$ cat src/rtl/assert_macros.svh
// ---------------------------------------------------------------------------
// Assertion macros used by the synapse array sequencer.
// ---------------------------------------------------------------------------
`ifndef ASSERT_MACROS_SVH
`define ASSERT_MACROS_SVH

// Same-cycle implication, checked outside reset.
`define ASSERT_IMPLY(lbl, clk_s, rst_s, ante, cons) \
  lbl: assert property (@(posedge clk_s) disable iff (rst_s) (ante) |-> (cons)) \
    else $error("same-cycle implication failed");

// Next-cycle implication, checked outside reset.
`define ASSERT_NEXT(lbl, clk_s, rst_s, ante, cons) \
  lbl: assert property (@(posedge clk_s) disable iff (rst_s) (ante) |=> (cons)) \
    else $error("next-cycle implication failed");

`endif

$ cat src/rtl/scda_update.sv
`timescale 1ns / 1ps
// ---------------------------------------------------------------------------
// scda_update
// Decay pipeline: multiply the read conductance by the decay fraction,
// then subtract, add the weight on a spike, saturate and write back.
// ---------------------------------------------------------------------------
module scda_update #(
  parameter int AW = 8
) (
  input  logic          clk,
  input  logic          rst,
  input  logic          issue,
  input  logic          spike,
  input  logic [AW-1:0] addr,
  input  logic          step_start,
  input  logic [31:0]   g_rdata,
  input  logic [31:0]   w_rdata,
  input  logic [15:0]   decay,
  output logic          wr_en,
  output logic [AW-1:0] wr_addr,
  output logic [31:0]   wr_data,
  output logic          busy,
  output logic          sat_any
);

  logic               s1_valid;
  logic               s1_spike;
  logic [AW-1:0]      s1_addr;
  logic               s2_valid;
  logic               s2_spike;
  logic [AW-1:0]      s2_addr;
  logic signed [48:0] s2_prod;
  logic signed [48:0] prod_next;
  logic [31:0]        s2_g;
  logic [31:0]        s2_w;
  logic [32:0]        q;
  logic [34:0]        sum;
  logic               clip;

  // Stage one waits for the memory read data.
  always_ff @(posedge clk) begin
    if (rst) begin
      s1_valid <= 1'b0;
    end else begin
      s1_valid <= issue;
    end
    s1_spike <= spike;
    s1_addr  <= addr;
  end

  // Signed conductance times unsigned fraction, exact 49-bit product.
  assign prod_next = $signed(g_rdata) * $signed({1'b0, decay});

  // Stage two holds the product and the operands.
  always_ff @(posedge clk) begin
    if (rst) begin
      s2_valid <= 1'b0;
    end else begin
      s2_valid <= s1_valid;
    end
    s2_prod  <= prod_next;
    s2_g     <= g_rdata;
    s2_w     <= w_rdata;
    s2_spike <= s1_spike;
    s2_addr  <= s1_addr;
  end

  // Floor of the product in Q16.16, then the Euler update on 35 bits.
  always_comb begin
    q   = s2_prod[48:16];
    sum = {{3{s2_g[31]}}, s2_g} - {{2{q[32]}}, q};
    if (s2_spike) begin
      sum = sum + {{3{s2_w[31]}}, s2_w};
    end
    clip = !((sum[34:31] == 4'b0000) || (sum[34:31] == 4'b1111));
    if (!clip) begin
      wr_data = sum[31:0];
    end else if (sum[34]) begin
      wr_data = 32'h8000_0000;
    end else begin
      wr_data = 32'h7FFF_FFFF;
    end
  end

  assign wr_en   = s2_valid;
  assign wr_addr = s2_addr;
  assign busy    = s1_valid || s2_valid;

  // Sticky saturation flag for the current step.
  always_ff @(posedge clk) begin
    if (rst) begin
      sat_any <= 1'b0;
    end else if (step_start) begin
      sat_any <= 1'b0;
    end else if (s2_valid && clip) begin
      sat_any <= 1'b1;
    end
  end

endmodule

$ cat config.mk
export PLATFORM = sky130hd
export DESIGN_NAME = scda_update
export DESIGN_NICKNAME = d
export VERILOG_FILES = /design/src/rtl/assert_macros.svh /design/src/rtl/scda_update.sv
export SDC_FILE = /design/constraint.sdc
export NUM_CORES = 2
export LEC_CHECK = 0
export ABC_CLOCK_PERIOD_IN_PS = 11300
export BUFFER_PORTS_ARGS = -buffer_cell sky130_fd_sc_hd__buf_2
export CELL_PAD_IN_SITES_DETAIL_PLACEMENT = 0
export CELL_PAD_IN_SITES_GLOBAL_PLACEMENT = 1
export CORE_UTILIZATION = 28
export DETAILED_ROUTE_END_ITERATION = 8
export MAX_ROUTING_LAYER = met4
export PLACE_DENSITY = 0.53
export SYNTH_ARGS = -nofsm -noshare
export SYNTH_HDL_FRONTEND = slang
export SYNTH_SLANG_ARGS = --single-unit
export TNS_END_PERCENT = 30
$ cat constraint.sdc
create_clock -name clk -period 11.3 [get_ports clk]
set_input_delay 3.39 -clock clk [delete_from_list [all_inputs] [get_ports clk]]
set_output_delay 3.39 -clock clk [all_outputs]
set_load 0.005 [all_outputs]
[After elaboration in Yosys (flattened, before gate mapping)]
Cells that the tools add are included.
Word-level totals
  register bits after elaboration: 134
  input port bits: 93
  output and inout bits: 43
  logic and storage cells: 23
Cells by class
  add/sub/neg operators: 2
  $mul: 1
  equal/unequal tests: 1
  mux-type cells: 3
  reductions and logical operators: 6
Operators by type and width (count)
  2-to-1 mux 32 bit: 2
  multiplier 32 x 17 -> 49 bit: 1
  adder 34 x 32 -> 35 bit: 1
  2-to-1 mux 35 bit: 1
  subtractor 32 x 33 -> 34 bit: 1
  equality test 4 bit (second input constant): 1
  zero test 4 bit: 1
  logical OR 1 bit: 2
  OR reduction 2 bit: 1
  logical AND 1 bit: 1
  zero test 1 bit: 1

[Longest topological paths before layout]
  depth in word-level cells: 7
  mapped depth: 25
  gate-level depth less buffers: 23

[Least setup slack after synthesis]
OpenSTA, ideal clock, no wires.
  path type: input to register
  from: input port decay[2]
  to: register s2_prod[31]
  library setup time: 72 ps
  data arrival time: 9241 ps
  data required time: 11228 ps
  slack: 1987 ps
  stages: 21
  path buffers: 2
  cells stage by stage: clkbuf_1 nand2_1 fa_1 fa_1 fa_1 inv_1 fa_1 fa_1 inv_1 fa_1 inv_1 ha_1 clkbuf_1 a211o_1 or4_1 a211o_1 a21oi_1 o21ai_1 a21bo_2 a21oi_1 xnor2_1
Between the ends
  longest elaborated chain between the ends: 1
Ends and longest elaborated chain
  start, declared: RTL line scda_update.sv:18  | input logic [15:0] decay,
  multiplier 32 x 17 -> 49 bit: RTL line scda_update.sv:52  | assign prod_next = $signed(g_rdata) * $signed({1'b0, decay});
  via prod_next[31]: RTL line scda_update.sv:33  | logic signed [48:0] prod_next;
  end signal, assigned: RTL line scda_update.sv:61  | s2_prod <= prod_next;
  end, declared: RTL line scda_update.sv:32  | logic signed [48:0] s2_prod;
The timed path passes the listed nets, and every way through them passes these cells.
A chain may end at the register's enable or synchronous reset.

[Worst setup path after layout]
  from: register s2_g[0]
  to: output port wr_data[1]
Between the ends
  longest elaborated chain between the ends: 6
  elaborated cells between the ends (all ways): 8
  those cells by class: add/sub (2); eq/ne (1); mux (3); reduce/logical (2)
Ends and longest elaborated chain
  start, declared: RTL line scda_update.sv:34  | logic [31:0] s2_g;
  start signal, assigned: RTL line scda_update.sv:62  | s2_g <= g_rdata;
  subtractor 32 x 33 -> 34 bit (*): RTL line scda_update.sv:71  | sum = {{3{s2_g[31]}}, s2_g} - {{2{q[32]}}, q};
  adder 34 x 32 -> 35 bit: RTL line scda_update.sv:73  | sum = sum + {{3{s2_w[31]}}, s2_w};
  2-to-1 mux 35 bit (*): RTL line scda_update.sv:72  | if (s2_spike) begin
  equality test 4 bit or zero test 4 bit (tied branches): RTL line scda_update.sv:75  | clip = !((sum[34:31] == 4'b0000) || (sum[34:31] == 4'b1111));
  logical OR 1 bit: RTL line scda_update.sv:75
  2-to-1 mux 32 bit (*): RTL line scda_update.sv:76  | if (!clip) begin
  end, declared: RTL line scda_update.sv:21  | output logic [31:0] wr_data,
Every way passes the cells marked *; elsewhere a longest branch is shown, timed or not.

==> impl_metrics.ini <==
[sta]
slew_headroom_pct = 32.36
finalHoldViolCount = 0
timing.fmax_mhz = 97.07
setup_viol = 0
tns_ps = 0
worst_slack_ps = 997.8
post-route-period-util_pct = 91.17
tightest_slew_ps = 1015
slew_violations = 0
skew_ps = 9.087
rsz0062_at_grt = no
finalCriticalPeriod_ps = 10300

[yosys]
synth-seq-cells = 118
seq_area_frac_synth_pct = 9.863
synthTopCellsByArea = fa_1 (41%), dfxtp_1 (9.9%), ha_1 (9.6%)
ys.warnings.count = 0
syn_nets = 3445
synth_cells = 2680
synth_top_area_share_pct = 40.87
synth_edf_count = 0
synthArstFlopShare_pct = 0
ys.flop_type = dfxtp_1
synth_area_sq_mm = 0.02395
synth_cell_type_count = 65
postSynthAreaPerCell_sq_um = 8.937
synth_top_cell_by_area = fa_1

[die]
die_area_sq_mm = 0.08672
coreArea_sq_mm = 0.08409
die_y_microns = 294.5
fp.dieW_microns = 294.5
initial_utilization_pct = 28.48
rows = 106
io_pins = 136

[global_route]
grt_pass1_vias = 19470
grt_overflow = 0
track_usage_pct = 17.71
grt_max_degree = 54
antenna_found_initial = 9
grt_pass1_wl_microns = 114500

[setup_path]
crit-reg2reg-launch = s2_g[0]$_DFF_P_
crit_top_cell = o21ai_0
end_kind = primary output
critPathLaunch = s2_g[0]$_DFF_P_
path_max_fanout = 23
cp_data_arrival_time_ps = 6910
cp_slowest_cell = o2111ai_1
cp.required_ps = 7910
cpPeakStageDelay_ps = 520
cp-start-kind = flip-flop
path_class = flip-flop to primary output

[route]
routed_wl_microns = 71480
wire_per_inst_microns = 18.42
drt_iter0_drc = 753
drtAntennaViolNets = 0
vias = 17570
via_per_inst = 4.526
drc_errors = 0
drt_first_pass_iters = 5

[final_layout]
multi_input_area_sq_mm = 0.01898
regArea_sq_mm = 0.002364
fillers = 8972
fin_area_sq_mm = 0.02627
drive_above_1_share_pct = 6.820
syn_to_final_growth_pct = 9.674
finalNetCount = 3494

[placement]
dp_hpwl_microns = 57520
pre_cts_slack_ps = 1155
port_buffers = 135
gp_congestion = 0.8622
place_area_sq_mm = 0.02565

[clocking]
cts_tree = yes
ctsRootBufferMaster = clkbuf_16
numCtsBuffers = 17
clk_pin_slew_ps = 60
clockBufferDepth = 2
cts_resized = 0
htreeDepth = 4
cts_setup_buffers = 0
clk_latency_ps = 430
cts_hold_buf = 0
cts_sinks = 118

[outcome]
status = complete, no violations

[hold_path]
holdCritStartpoint = s1_addr[2]$_DFF_P_
hold_path.class = flip-flop to flip-flop

[job]
maxCapViolations = 0
kinds of logic (layout without fill, tap and decap cells):
family	after synthesis	after routing	share of synthesized area, %
xor gates and xnor gates	100	100	3.657
muxes	40	40	1.677
and+or+nand+nor	742	742	14.94
AOI/OAI and AO/OA	320	320	8.557
DFF	118	118	9.863
adders and majority gates	672	672	50.43
buffers and inverters	688	750	10.88
other	0	5	0
critical path, delay by kind of cell (launching register included):
family	cells	cell delay [ps]
muxes	1	250
DFF	1	300
adders and majority gates	3	970
and+or+nand+nor	4	890
buffers and inverters	4	690
xor gates and xnor gates	1	270
AOI/OAI and AO/OA	12	3060
cell usage after synthesis (all sizes together), types with 39 or more instances:
cell type  count
fa           489
nand2        357
xnor2         61
inv          578
dfxtp        118
mux2i         39
o21ai         71
nor2          56
a21oi        105
xor2          39
clkbuf       105
a21o          51
ha           183
and2         231
cell usage in the layout (no fill, tap or decap), drive strengths merged, types with 8 or more instances in the layout:
master / count
fa: 489
dfxtp: 118
mux2i: 39
nor2: 56
and2: 231
ha: 183
clkbuf: 18
a21o: 51
o21ai: 71
xnor2: 61
o211ai: 9
xor2: 39
nand3: 21
nor3: 14
nor2b: 9
nand4: 15
o21a: 14
nand2b: 9
a21oi: 105
and3: 9
a211oi: 8
inv: 579
nand2: 357
buf: 140
layer usage:
metal,up-vias,GRT usage [%],wire (microns)
met3,44,1.621,2416
met5,-,-,0
met4,0,2.973,766
met1,8964,25.31,36340
met2,323,27.49,31960
li1,8236,-,-
flip-flops by register name (all words and copies together) (netlist names):
| name | count |
|---|---|
| s2_prod | 33 |
| s2_g | 32 |
| s2_w | 32 |
| s1_spike | 1 |
| wr_en | 1 |
| s1_addr | 8 |
| s1_valid | 1 |
| wr_addr | 8 |
| sat_any | 1 |
| s2_spike | 1 |
final cells by class:
cell class,count,share of cell area (%)
multi-input cells,1874,72.27
flip-flops and latches,118,8.997
inverters,578,8.259
well taps,1134,5.401
repair buffers,140,2.715
clock buffers,18,1.634
clock inverters,14,0.6764
diodes,5,0.04763
stage by stage:
stage               utilization [%]  hold WS (ps)  std cells
floorplan                         -         309.6       2680
finish                        31.24         325.1       3881
CTS                           31.23         327.5       3876
global placement              30.50         309.7       3844
global route                  31.24         339.1       3880
detailed placement            30.50         313.2       3844
worst paths after layout:
kind         slack (ps)  depth (start not counted)                    to
max                1000                         25            wr_data[1]
min                 330                          0    wr_addr[2]$_DFF_P_
max reg2reg        5430                         23  sat_any$_SDFFE_PP0P_
min reg2reg         330                          0    wr_addr[2]$_DFF_P_
Power is left out: the tool's default activity adds up to more than one toggle a clock period on the data nets, which glitch-free logic cannot reach.
