## src/rtl/assert_macros.svh

```systemverilog
// ---------------------------------------------------------------------------
// Assertion macros used by the synapse array sequencer.
// ---------------------------------------------------------------------------
`ifndef ASSERT_MACROS_SVH
`define ASSERT_MACROS_SVH

// Same-cycle implication, checked outside reset.
`define ASSERT_IMPLY(lbl, clk_s, rst_s, ante, cons) \
  lbl: assert property (@(posedge clk_s) disable iff (rst_s) (ante) |-> (cons)) \
    else $error("same-cycle implication failed");

// Next-cycle implication, checked outside reset.
`define ASSERT_NEXT(lbl, clk_s, rst_s, ante, cons) \
  lbl: assert property (@(posedge clk_s) disable iff (rst_s) (ante) |=> (cons)) \
    else $error("next-cycle implication failed");

`endif

```

## src/rtl/scda_pkg.sv

```systemverilog
`timescale 1ns / 1ps
// ---------------------------------------------------------------------------
// scda_pkg
// Types and constants of the synapse conductance decay array.
// ---------------------------------------------------------------------------
package scda_pkg;

  // Request opcodes.
  localparam logic [1:0] OP_WRITE = 2'd0;
  localparam logic [1:0] OP_STEP  = 2'd1;
  localparam logic [1:0] OP_READ  = 2'd2;

  // Register map: register index carried in paddr[2].
  localparam logic REG_DECAY = 1'b0;

  // Reset value of the decay fraction, unsigned Q0.16.
  localparam logic [15:0] DECAY_RESET = 16'd655;

  // Width of the spike mask; sources at or above it never spike.
  localparam int MASK_W = 16;

  // Sequencer states.
  typedef enum logic [2:0] {
    ST_CLEAR,
    ST_IDLE,
    ST_WRITE,
    ST_READ,
    ST_STEP,
    ST_DRAIN,
    ST_DONE
  } state_t;

  // Control strobes from the sequencer to the store, datapath and top level.
  typedef struct packed {
    logic rd_en;       // read the stores at the sequencer address
    logic clr_wr;      // clearing pass writes zero at the sequencer address
    logic w_wr;        // write weight and connected flag of the request
    logic issue;       // a step read is issued this cycle
    logic spike;       // source of the issued entry spikes
    logic step_start;  // a step request is accepted
    logic out_load;    // load the result register
    logic res_read;    // result carries the read entry
    logic res_step;    // result carries the saturation flag
  } ctrl_t;

endpackage

```

## src/rtl/scda_ctrl.sv

```systemverilog
`timescale 1ns / 1ps
`include "assert_macros.svh"
// ---------------------------------------------------------------------------
// scda_ctrl
// Request sequencer: clearing pass after reset, request capture, entry
// sweep for steps, and hand-off of the result to the output register.
// ---------------------------------------------------------------------------
module scda_ctrl #(
  parameter int N_SOURCE = 16,
  parameter int N_DEST   = 16,
  parameter int AW       = 8
) (
  input  logic                 clk,
  input  logic                 rst,
  input  logic                 in_valid,
  output logic                 in_stall,
  input  logic [1:0]           opcode,
  input  logic [3:0]           src_index,
  input  logic [3:0]           dst_index,
  input  logic [31:0]          weight_in,
  input  logic                 connected_in,
  input  logic [15:0]          spike_mask,
  input  logic                 out_free,
  input  logic                 upd_busy,
  output scda_pkg::ctrl_t      ctl,
  output logic [AW-1:0]        addr,
  output logic [31:0]          item_weight,
  output logic                 item_conn
);

  localparam int N_ENTRIES = N_SOURCE * N_DEST;
  localparam int SW = (N_SOURCE > 1) ? $clog2(N_SOURCE) : 1;
  localparam int DW = (N_DEST > 1) ? $clog2(N_DEST) : 1;
  localparam logic [AW-1:0] LAST     = AW'(N_ENTRIES - 1);
  localparam logic [DW-1:0] DST_LAST = DW'(N_DEST - 1);

  scda_pkg::state_t state;
  scda_pkg::state_t state_next;

  logic [AW-1:0] cnt;
  logic [SW-1:0] src_cnt;
  logic [DW-1:0] dst_cnt;
  logic [1:0]    item_op;
  logic          item_in_range;
  logic [AW-1:0] item_idx;
  logic [15:0]   item_mask;
  logic          accept;
  logic          in_range;
  logic [31:0]   idx_wide;
  logic [6:0]    src_wide;

  assign accept = in_valid && !in_stall;

  // Entry address and range check of the incoming request.
  assign in_range = (32'(src_index) < 32'(N_SOURCE)) && (32'(dst_index) < 32'(N_DEST));
  assign idx_wide = 32'(src_index) * 32'(N_DEST) + 32'(dst_index);

  // State register.
  always_ff @(posedge clk) begin
    if (rst) begin
      state <= scda_pkg::ST_CLEAR;
    end else begin
      state <= state_next;
    end
  end

  // Next state.
  always_comb begin
    state_next = state;
    unique case (state)
      scda_pkg::ST_CLEAR: begin
        if (cnt == LAST) state_next = scda_pkg::ST_IDLE;
      end
      scda_pkg::ST_IDLE: begin
        if (accept) begin
          unique case (opcode)
            scda_pkg::OP_WRITE: state_next = scda_pkg::ST_WRITE;
            scda_pkg::OP_STEP:  state_next = scda_pkg::ST_STEP;
            scda_pkg::OP_READ:  state_next = scda_pkg::ST_READ;
            default:            state_next = scda_pkg::ST_DONE;
          endcase
        end
      end
      scda_pkg::ST_WRITE: state_next = scda_pkg::ST_DONE;
      scda_pkg::ST_READ:  state_next = scda_pkg::ST_DONE;
      scda_pkg::ST_STEP: begin
        if (cnt == LAST) state_next = scda_pkg::ST_DRAIN;
      end
      scda_pkg::ST_DRAIN: begin
        if (!upd_busy) state_next = scda_pkg::ST_DONE;
      end
      scda_pkg::ST_DONE: begin
        if (out_free) state_next = scda_pkg::ST_IDLE;
      end
      default: state_next = scda_pkg::ST_CLEAR;
    endcase
  end

  // Spike of the source row under the sweep.
  assign src_wide = 7'(src_cnt);

  // Outputs.
  always_comb begin
    in_stall       = (state != scda_pkg::ST_IDLE);
    ctl.rd_en      = (state == scda_pkg::ST_STEP)
                     || ((state == scda_pkg::ST_READ) && item_in_range);
    ctl.clr_wr     = (state == scda_pkg::ST_CLEAR);
    ctl.w_wr       = (state == scda_pkg::ST_WRITE) && item_in_range;
    ctl.issue      = (state == scda_pkg::ST_STEP);
    ctl.spike      = (src_wide < 7'(scda_pkg::MASK_W)) && item_mask[src_wide[3:0]];
    ctl.step_start = accept && (opcode == scda_pkg::OP_STEP);
    ctl.out_load   = (state == scda_pkg::ST_DONE) && out_free;
    ctl.res_read   = (item_op == scda_pkg::OP_READ) && item_in_range;
    ctl.res_step   = (item_op == scda_pkg::OP_STEP);
    if ((state == scda_pkg::ST_CLEAR) || (state == scda_pkg::ST_STEP)) begin
      addr = cnt;
    end else begin
      addr = item_idx;
    end
  end

  // Sweep counters for the clearing pass and the step.
  always_ff @(posedge clk) begin
    if (rst || accept) begin
      cnt     <= '0;
      src_cnt <= '0;
      dst_cnt <= '0;
    end else if (ctl.clr_wr || ctl.issue) begin
      cnt <= cnt + 1'b1;
      if (ctl.issue) begin
        if (dst_cnt == DST_LAST) begin
          dst_cnt <= '0;
          src_cnt <= src_cnt + 1'b1;
        end else begin
          dst_cnt <= dst_cnt + 1'b1;
        end
      end
    end
  end

  // Captured request.
  always_ff @(posedge clk) begin
    if (accept) begin
      item_op       <= opcode;
      item_in_range <= in_range;
      item_idx      <= idx_wide[AW-1:0];
      item_weight   <= weight_in;
      item_conn     <= connected_in;
      item_mask     <= spike_mask;
    end
  end

  // A request is never taken twice in a row; results wait for an empty pipe;
  // sweeps stay inside the store.
  `ASSERT_NEXT(a_accept_then_stall, clk, rst, accept, in_stall)
  `ASSERT_IMPLY(a_load_pipe_empty, clk, rst, ctl.out_load, !upd_busy)
  `ASSERT_IMPLY(a_sweep_in_store, clk, rst, ctl.clr_wr || ctl.issue, cnt <= LAST)

endmodule

```

## config.mk

```make
export PLATFORM = sky130hd
export DESIGN_NAME = scda_ctrl
export DESIGN_NICKNAME = d
export VERILOG_FILES = /design/src/rtl/scda_pkg.sv /design/src/rtl/scda_ctrl.sv
export VERILOG_INCLUDE_DIRS = /design/src /design/src/rtl
export SDC_FILE = /design/constraint.sdc
export NUM_CORES = 1
export LEC_CHECK = 0
export ABC_CLOCK_PERIOD_IN_PS = 4600
export BUFFER_PORTS_ARGS = -buffer_cell sky130_fd_sc_hd__buf_4
export CAP_MARGIN = 15
export CORE_ASPECT_RATIO = 0.7
export CORE_UTILIZATION = 40
export DETAILED_ROUTE_END_ITERATION = 7
export HOLD_SLACK_MARGIN = 0.06
export PLACE_DENSITY = 0.75
export REMOVE_ABC_BUFFERS = 1
export SYNTH_ARGS = -nofsm -noshare
export SYNTH_HDL_FRONTEND = slang
export SYNTH_SLANG_ARGS = --single-unit
```

## constraint.sdc

```tcl
create_clock -name clk -period 4.6 [get_ports clk]
set_input_delay 0.46 -clock clk [delete_from_list [all_inputs] [get_ports clk]]
set_output_delay 0.46 -clock clk [all_outputs]
set_load 0.005 [all_outputs]
```

* After elaboration in Yosys (flattened, before gate mapping)
Index checks and enable logic that the tools add are counted. W data, S select, Z words.
Storage, ports and cells: output and inout bits 51, word-level logic and storage cells 58, bits in registers 78
Cells by class: magnitude comparators 2, equality and inequality tests 18, $add $sub $neg 4, multiplexer cells 11, reductions and logical operators 14
Operators by type and width (number):
- $pmux W3 S6 | 1
- $mux W3 | 5
- $lt A4 B5 Y1 const B | 2
- $eq A3 B3 Y1 const B | 3
- $pmux W3 S3 | 1
- $add A4 B1 Y4 const B | 2
- $add A8 B1 Y8 const B | 1
- $add A8 B4 Y8 | 1
- $eq A8 B8 Y1 const B | 1
- $mux W8 | 1
- $eq A3 B2 Y1 const B | 2
- $ne A2 B2 Y1 const B | 3
- $reduce_and A5 Y1 | 1
- $bmux W1 S4 | 1
- $eq A2 B1 Y1 const B | 2
- $eq A2 B2 Y1 const B | 2
- $eq A4 B4 Y1 const B | 1
- $logic_and A1 B1 Y1 | 4
- $mux W4 | 1
- $ne A2 B1 Y1 const B | 2
- $eq A3 B1 Y1 const B | 1
- $logic_not A3 Y1 | 1
- $logic_or A1 B1 Y1 | 3
- $ne A3 B1 Y1 const B | 1
- other kinds (6) | 6

* Longest topological paths before layout
depth in word-level cells 5, gate-level depth with buffers 7

* Worst setup path after synthesis
OpenSTA, ideal clock, no wires.
path type flip-flop to flip-flop, from register state[2], to register cnt[0], buffers on the path 2, clock period less this slack 2.429 ns, arrival time 2.314 ns, cell stages (with the launch flop) 8, setup slack 2.171 ns, cells stage by stage dfxtp_1 nor2_1 nand3_2 inv_1 or2_1 buf_2 buf_6 nor2_1
On the way: cells in the longest elaborated chain, start to end 4, elaborated cells on any way between the ends 7, classes of those cells eq/ne (2); reduce/logical (5)
Ends and longest elaborated chain:
- start, declared | line scda_ctrl.sv:37 | scda_pkg::state_t state;
- start signal, assigned | line scda_ctrl.sv:61 | state <= scda_pkg::ST_CLEAR;
- start signal, assigned | line scda_ctrl.sv:63 | state <= state_next;
- $ne A3 B1 Y1 | line scda_ctrl.sv:104 | in_stall = (state != scda_pkg::ST_IDLE);
- $logic_not A1 Y1 | line scda_ctrl.sv:52 | assign accept = in_valid && !in_stall;
- $logic_and A1 B1 Y1 | line scda_ctrl.sv:52
- named net accept | line scda_ctrl.sv:47 | logic accept;
- $logic_or A1 B1 Y1 | line scda_ctrl.sv:124 | if (rst || accept) begin
- end signal, assigned | line scda_ctrl.sv:129 | cnt <= cnt + 1'b1;
- end, declared | line scda_ctrl.sv:40 | logic [AW-1:0] cnt;
The timed path passes the listed nets, and every way through them passes these cells. A chain may end at the register's enable or synchronous reset.

* Final worst setup path
from register state[1], to register dst_cnt[3]
On the way: cells in the longest elaborated chain, start to end 4, elaborated cells on any way between the ends 8, classes of those cells eq/ne (2); reduce/logical (6)
Ends and longest elaborated chain:
- $ne A3 B1 Y1 | line scda_ctrl.sv:104
- $logic_not A1 Y1 | line scda_ctrl.sv:52
- $logic_and A1 B1 Y1 | line scda_ctrl.sv:52
- named net accept | line scda_ctrl.sv:47
- $logic_or A1 B1 Y1 | line scda_ctrl.sv:124
- end signal, assigned | line scda_ctrl.sv:135 | dst_cnt <= dst_cnt + 1'b1;
- end, declared | line scda_ctrl.sv:42 | logic [DW-1:0] dst_cnt;
The timed path passes the listed nets, and every way through them passes these cells.

==> flow_metrics.py <==
metrics = {
    "placement": {
        "placed_area_sq_mm": 0.00392,
        "place_hpwl_um": 4190,
        "io_buffer_count": 114,
        "placed_cells": 397,
        "place_congestion": 0.779,
    },
    "route": {
        "drtAntennaViolNets": 0,
        "drc_errors": 0,
        "drt-total-wl_um": 5660,
        "route.met3.wl_um": 475,
        "wl_met1_um": 2450,
        "drt_first_pass_iters": 4,
        "drt-wirelength-per-cell_um": 13.7,
        "drt_iter0_markers": 93,
        "routed.top_layer": "met4",
        "met2WireLength_um": 2680,
        "vias": 1929,
        "avgViaCountPerCell": 4.67,
    },
    "synth": {
        "netlist_area_sq_mm": 0.00300,
        "postSynthCellCount": 196,
        "ys.flop_type": "edfxtp_1",
        "async_flop_share_pct": 0,
        "netlist.top_cell.by_area": "edfxtp_1",
        "synth_edf_count": 59,
        "yosysWarnings": 0,
        "synth_top_area_share_pct": 59.1,
        "synth_compound_area_share_pct": 3.84,
        "synthMuxAreaShare_pct": 6.18,
        "ys_seq_area_share_pct": 71.8,
        "synthXorXnorAreaFrac_pct": 3.80,
        "synth-seq-cells": 78,
        "yosys.area_share.simple_pct": 10.6,
        "avgSynthCellArea_sq_um": 15.3,
        "synth_cell_types": 39,
        "synth_top_family_by_area": "simple AND/OR/NAND/NOR gates",
        "synthAdderAreaFrac_pct": 1.25,
        "synth_area_leaders": "edfxtp_1 59%, dfxtp_1 13%, mux2_2 3.0%",
    },
    "floorplanning": {
        "die_area_sq_mm": 0.00784,
        "num_rows": 25,
        "die_w_um": 105,
        "die_y_um": 74.4,
        "ios": 115,
        "coreArea_sq_mm": 0.00701,
        "start_util_pct": 42.8,
    },
    "clock_tree": {
        "clk_latency_ps": 340,
        "clk_pin_slew_ps": 80,
        "htree_num_levels": 3,
        "cts_resized": 0,
        "clockRootBuffer": "clkbuf_8",
        "clock-sinks": 78,
        "post_cts_buffers": 0,
        "cts-buffers-inserted": 9,
        "clock_path_buffers": 2,
        "cts_hold_repair.buffers": 0,
        "cts_tree": "yes",
    },
    "sta": {
        "fmax_mhz": 406,
        "setup_viol": 0,
        "report.final.hold_viol_count": 0,
        "relSlewSlack_pct": 63.8,
        "fin_crit_ps": 2470,
        "tns_ps": 0,
        "finClkSkew_ps": 6.66,
        "grt_setup_unrepaired": "false",
        "finalMaxSlewViolations": 0,
        "finalCritPeriodShare_pct": 53.6,
        "worst_pin_slew_ps": 544,
    },
    "job": {
        "max_cap_viol_count": 0,
    },
    "layout": {
        "final_area_sq_mm": 0.00412,
        "final_util_pct": 58.8,
        "nets": 381,
        "antenna_cells": 0,
        "layoutNonFillerInstCount": 413,
        "drive_gt1_share_pct": 45.8,
        "area_growth_pct": 37.5,
    },
    "critical_path": {
        "critPathKind": "flop to flop",
        "crit_path_start_kind": "flop",
        "crit_arrival_ps": 2670,
        "path_max_fanout": 38,
        "crit_required_ps": 4800,
        "endpoint_kind": "flop",
    },
    "global_route": {
        "grt_overflow": 0,
        "grt_first_pass_wirelength_um": 8550,
        "grt_pass1_vias": 1839,
        "antenna_found_initial": 0,
        "grt_max_degree": 39,
        "grt_use_total_pct": 14.8,
    },
    "power_and_ir_drop": {
        "total_leakage_power_nw": 1.64,
        "total_power_mw": 1.85,
        "powerDensity_mw_per_mm2": 449,
        "vdd_drop_max_mv": 0.290,
    },
    "min_path": {
        "hold_class": "primary input to flop",
    },
    "outcome": {
        "outcome": "completed",
    },
}
[worst max-delay path: stages (launching register included)]
cell and delay (ps):
dfxtp_1 430, nor2_1 240, nand3_2 120, inv_2 370, buf_4 490, or2_1 520, nor3_1 130
[cell usage in the layout (no fill, tap or decap), drive strengths merged]
cell type,synthesis,layout
a221oi,2,2
clkbuf,0,10
or3b,2,2
xnor2,5,5
mux2i,5,5
and4,1,1
and3,3,3
nor3,3,3
clkinvlp,0,1
inv,4,4
nor2,16,16
o21ai,3,3
a31o,1,1
and2,3,3
clkinv,0,4
nand2,13,13
a21oi,3,3
or2,1,1
a2bb2oi,1,1
xor2,8,8
a211oi,2,2
edfxtp,59,59
nor4b,2,2
nand4,5,5
a22oi,1,1
mux2,8,8
nor2b,4,4
o311a,1,1
mux4,2,2
dfxtp,19,19
ha,3,3
a311oi,2,2
nand2b,1,1
buf,8,115
nand3,4,4
bufinv,0,1
nand3b,1,1
[cells by family (layout without fill, tap and decap cells)]
| kind of cell | count (synthesis) | after routing |
|---|---|---|
| AO/OA/AOI/OAI | 16 | 16 |
| multiplexers | 15 | 15 |
| buffers and inverters | 12 | 135 |
| flip-flops | 78 | 78 |
| XOR/XNOR | 13 | 13 |
| adder cells (fa/ha/maj) | 3 | 3 |
| AND/OR/NAND/NOR | 59 | 59 |
[per-stage QoR]
step                worst slack (ps)  hold slack, ps
floorplan                       2030             454
global placement                2180             469
detailed placement              2080             474
CTS                             2080             266
global route                    1810             253
finish                          2130             289
[report_power, final]
part,leakage [nW],total (mW),internal (mW),switching [mW]
clock,0.102,0.496,0.263,0.233
sequential,0.688,0.904,0.840,0.0640
combinational,0.847,0.450,0.241,0.209
total,1.64,1.85,1.34,0.505
[synth_stat cells (2+ instances only)]
cell	instances
buf_2	4
xnor2_1	5
and3_1	3
buf_4	2
nor4b_1	2
nor2_1	15
mux2_2	8
a21oi_1	3
nand2_1	12
a221oi_1	2
nor3_1	3
nand3_1	3
xor2_1	8
o21ai_0	3
a311oi_1	2
inv_1	3
mux4_2	2
or3b_1	2
a211oi_1	2
mux2i_1	5
and2_1	3
nor2b_1	4
dfxtp_1	19
edfxtp_1	59
nand4_1	5
buf_6	2
ha_1	3
[cell type report]
| cell class | count | area, sq um |
|---|---|---|
| fillers | 587 | 2890 |
| repair buffers | 115 | 863 |
| clock buffers | 10 | 138 |
| multi-input cells | 106 | 768 |
| well taps | 94 | 118 |
| inverters | 4 | 17.5 |
| flip-flops and latches | 78 | 2150 |
| clock inverters | 6 | 61.3 |
[worst paths after layout]
path,startpoint,to,slack (ps),cells past startpoint
max,state[1],dst_cnt[3],2130,6
min,weight_in[13],item_weight[13],290,1
max reg2reg,state[1],dst_cnt[3],2130,6
min reg2reg,dst_cnt[1],dst_cnt[1],490,2
[per-layer routing]
layer	track usage [%]	vias up
li1	-	966
met1	18.0	884
met2	22.3	73
met3	8.41	6
met4	5.63	0
met5	0	-
[state kept, by name, summed over array words and instances (netlist names)]
name	cells
cnt	8
dst_cnt	4
item_conn	1
item_idx	8
item_mask	16
item_op	2
item_weight	32
src_cnt	4
state	3
No activity file was read; power rests on OpenSTA's default activity.
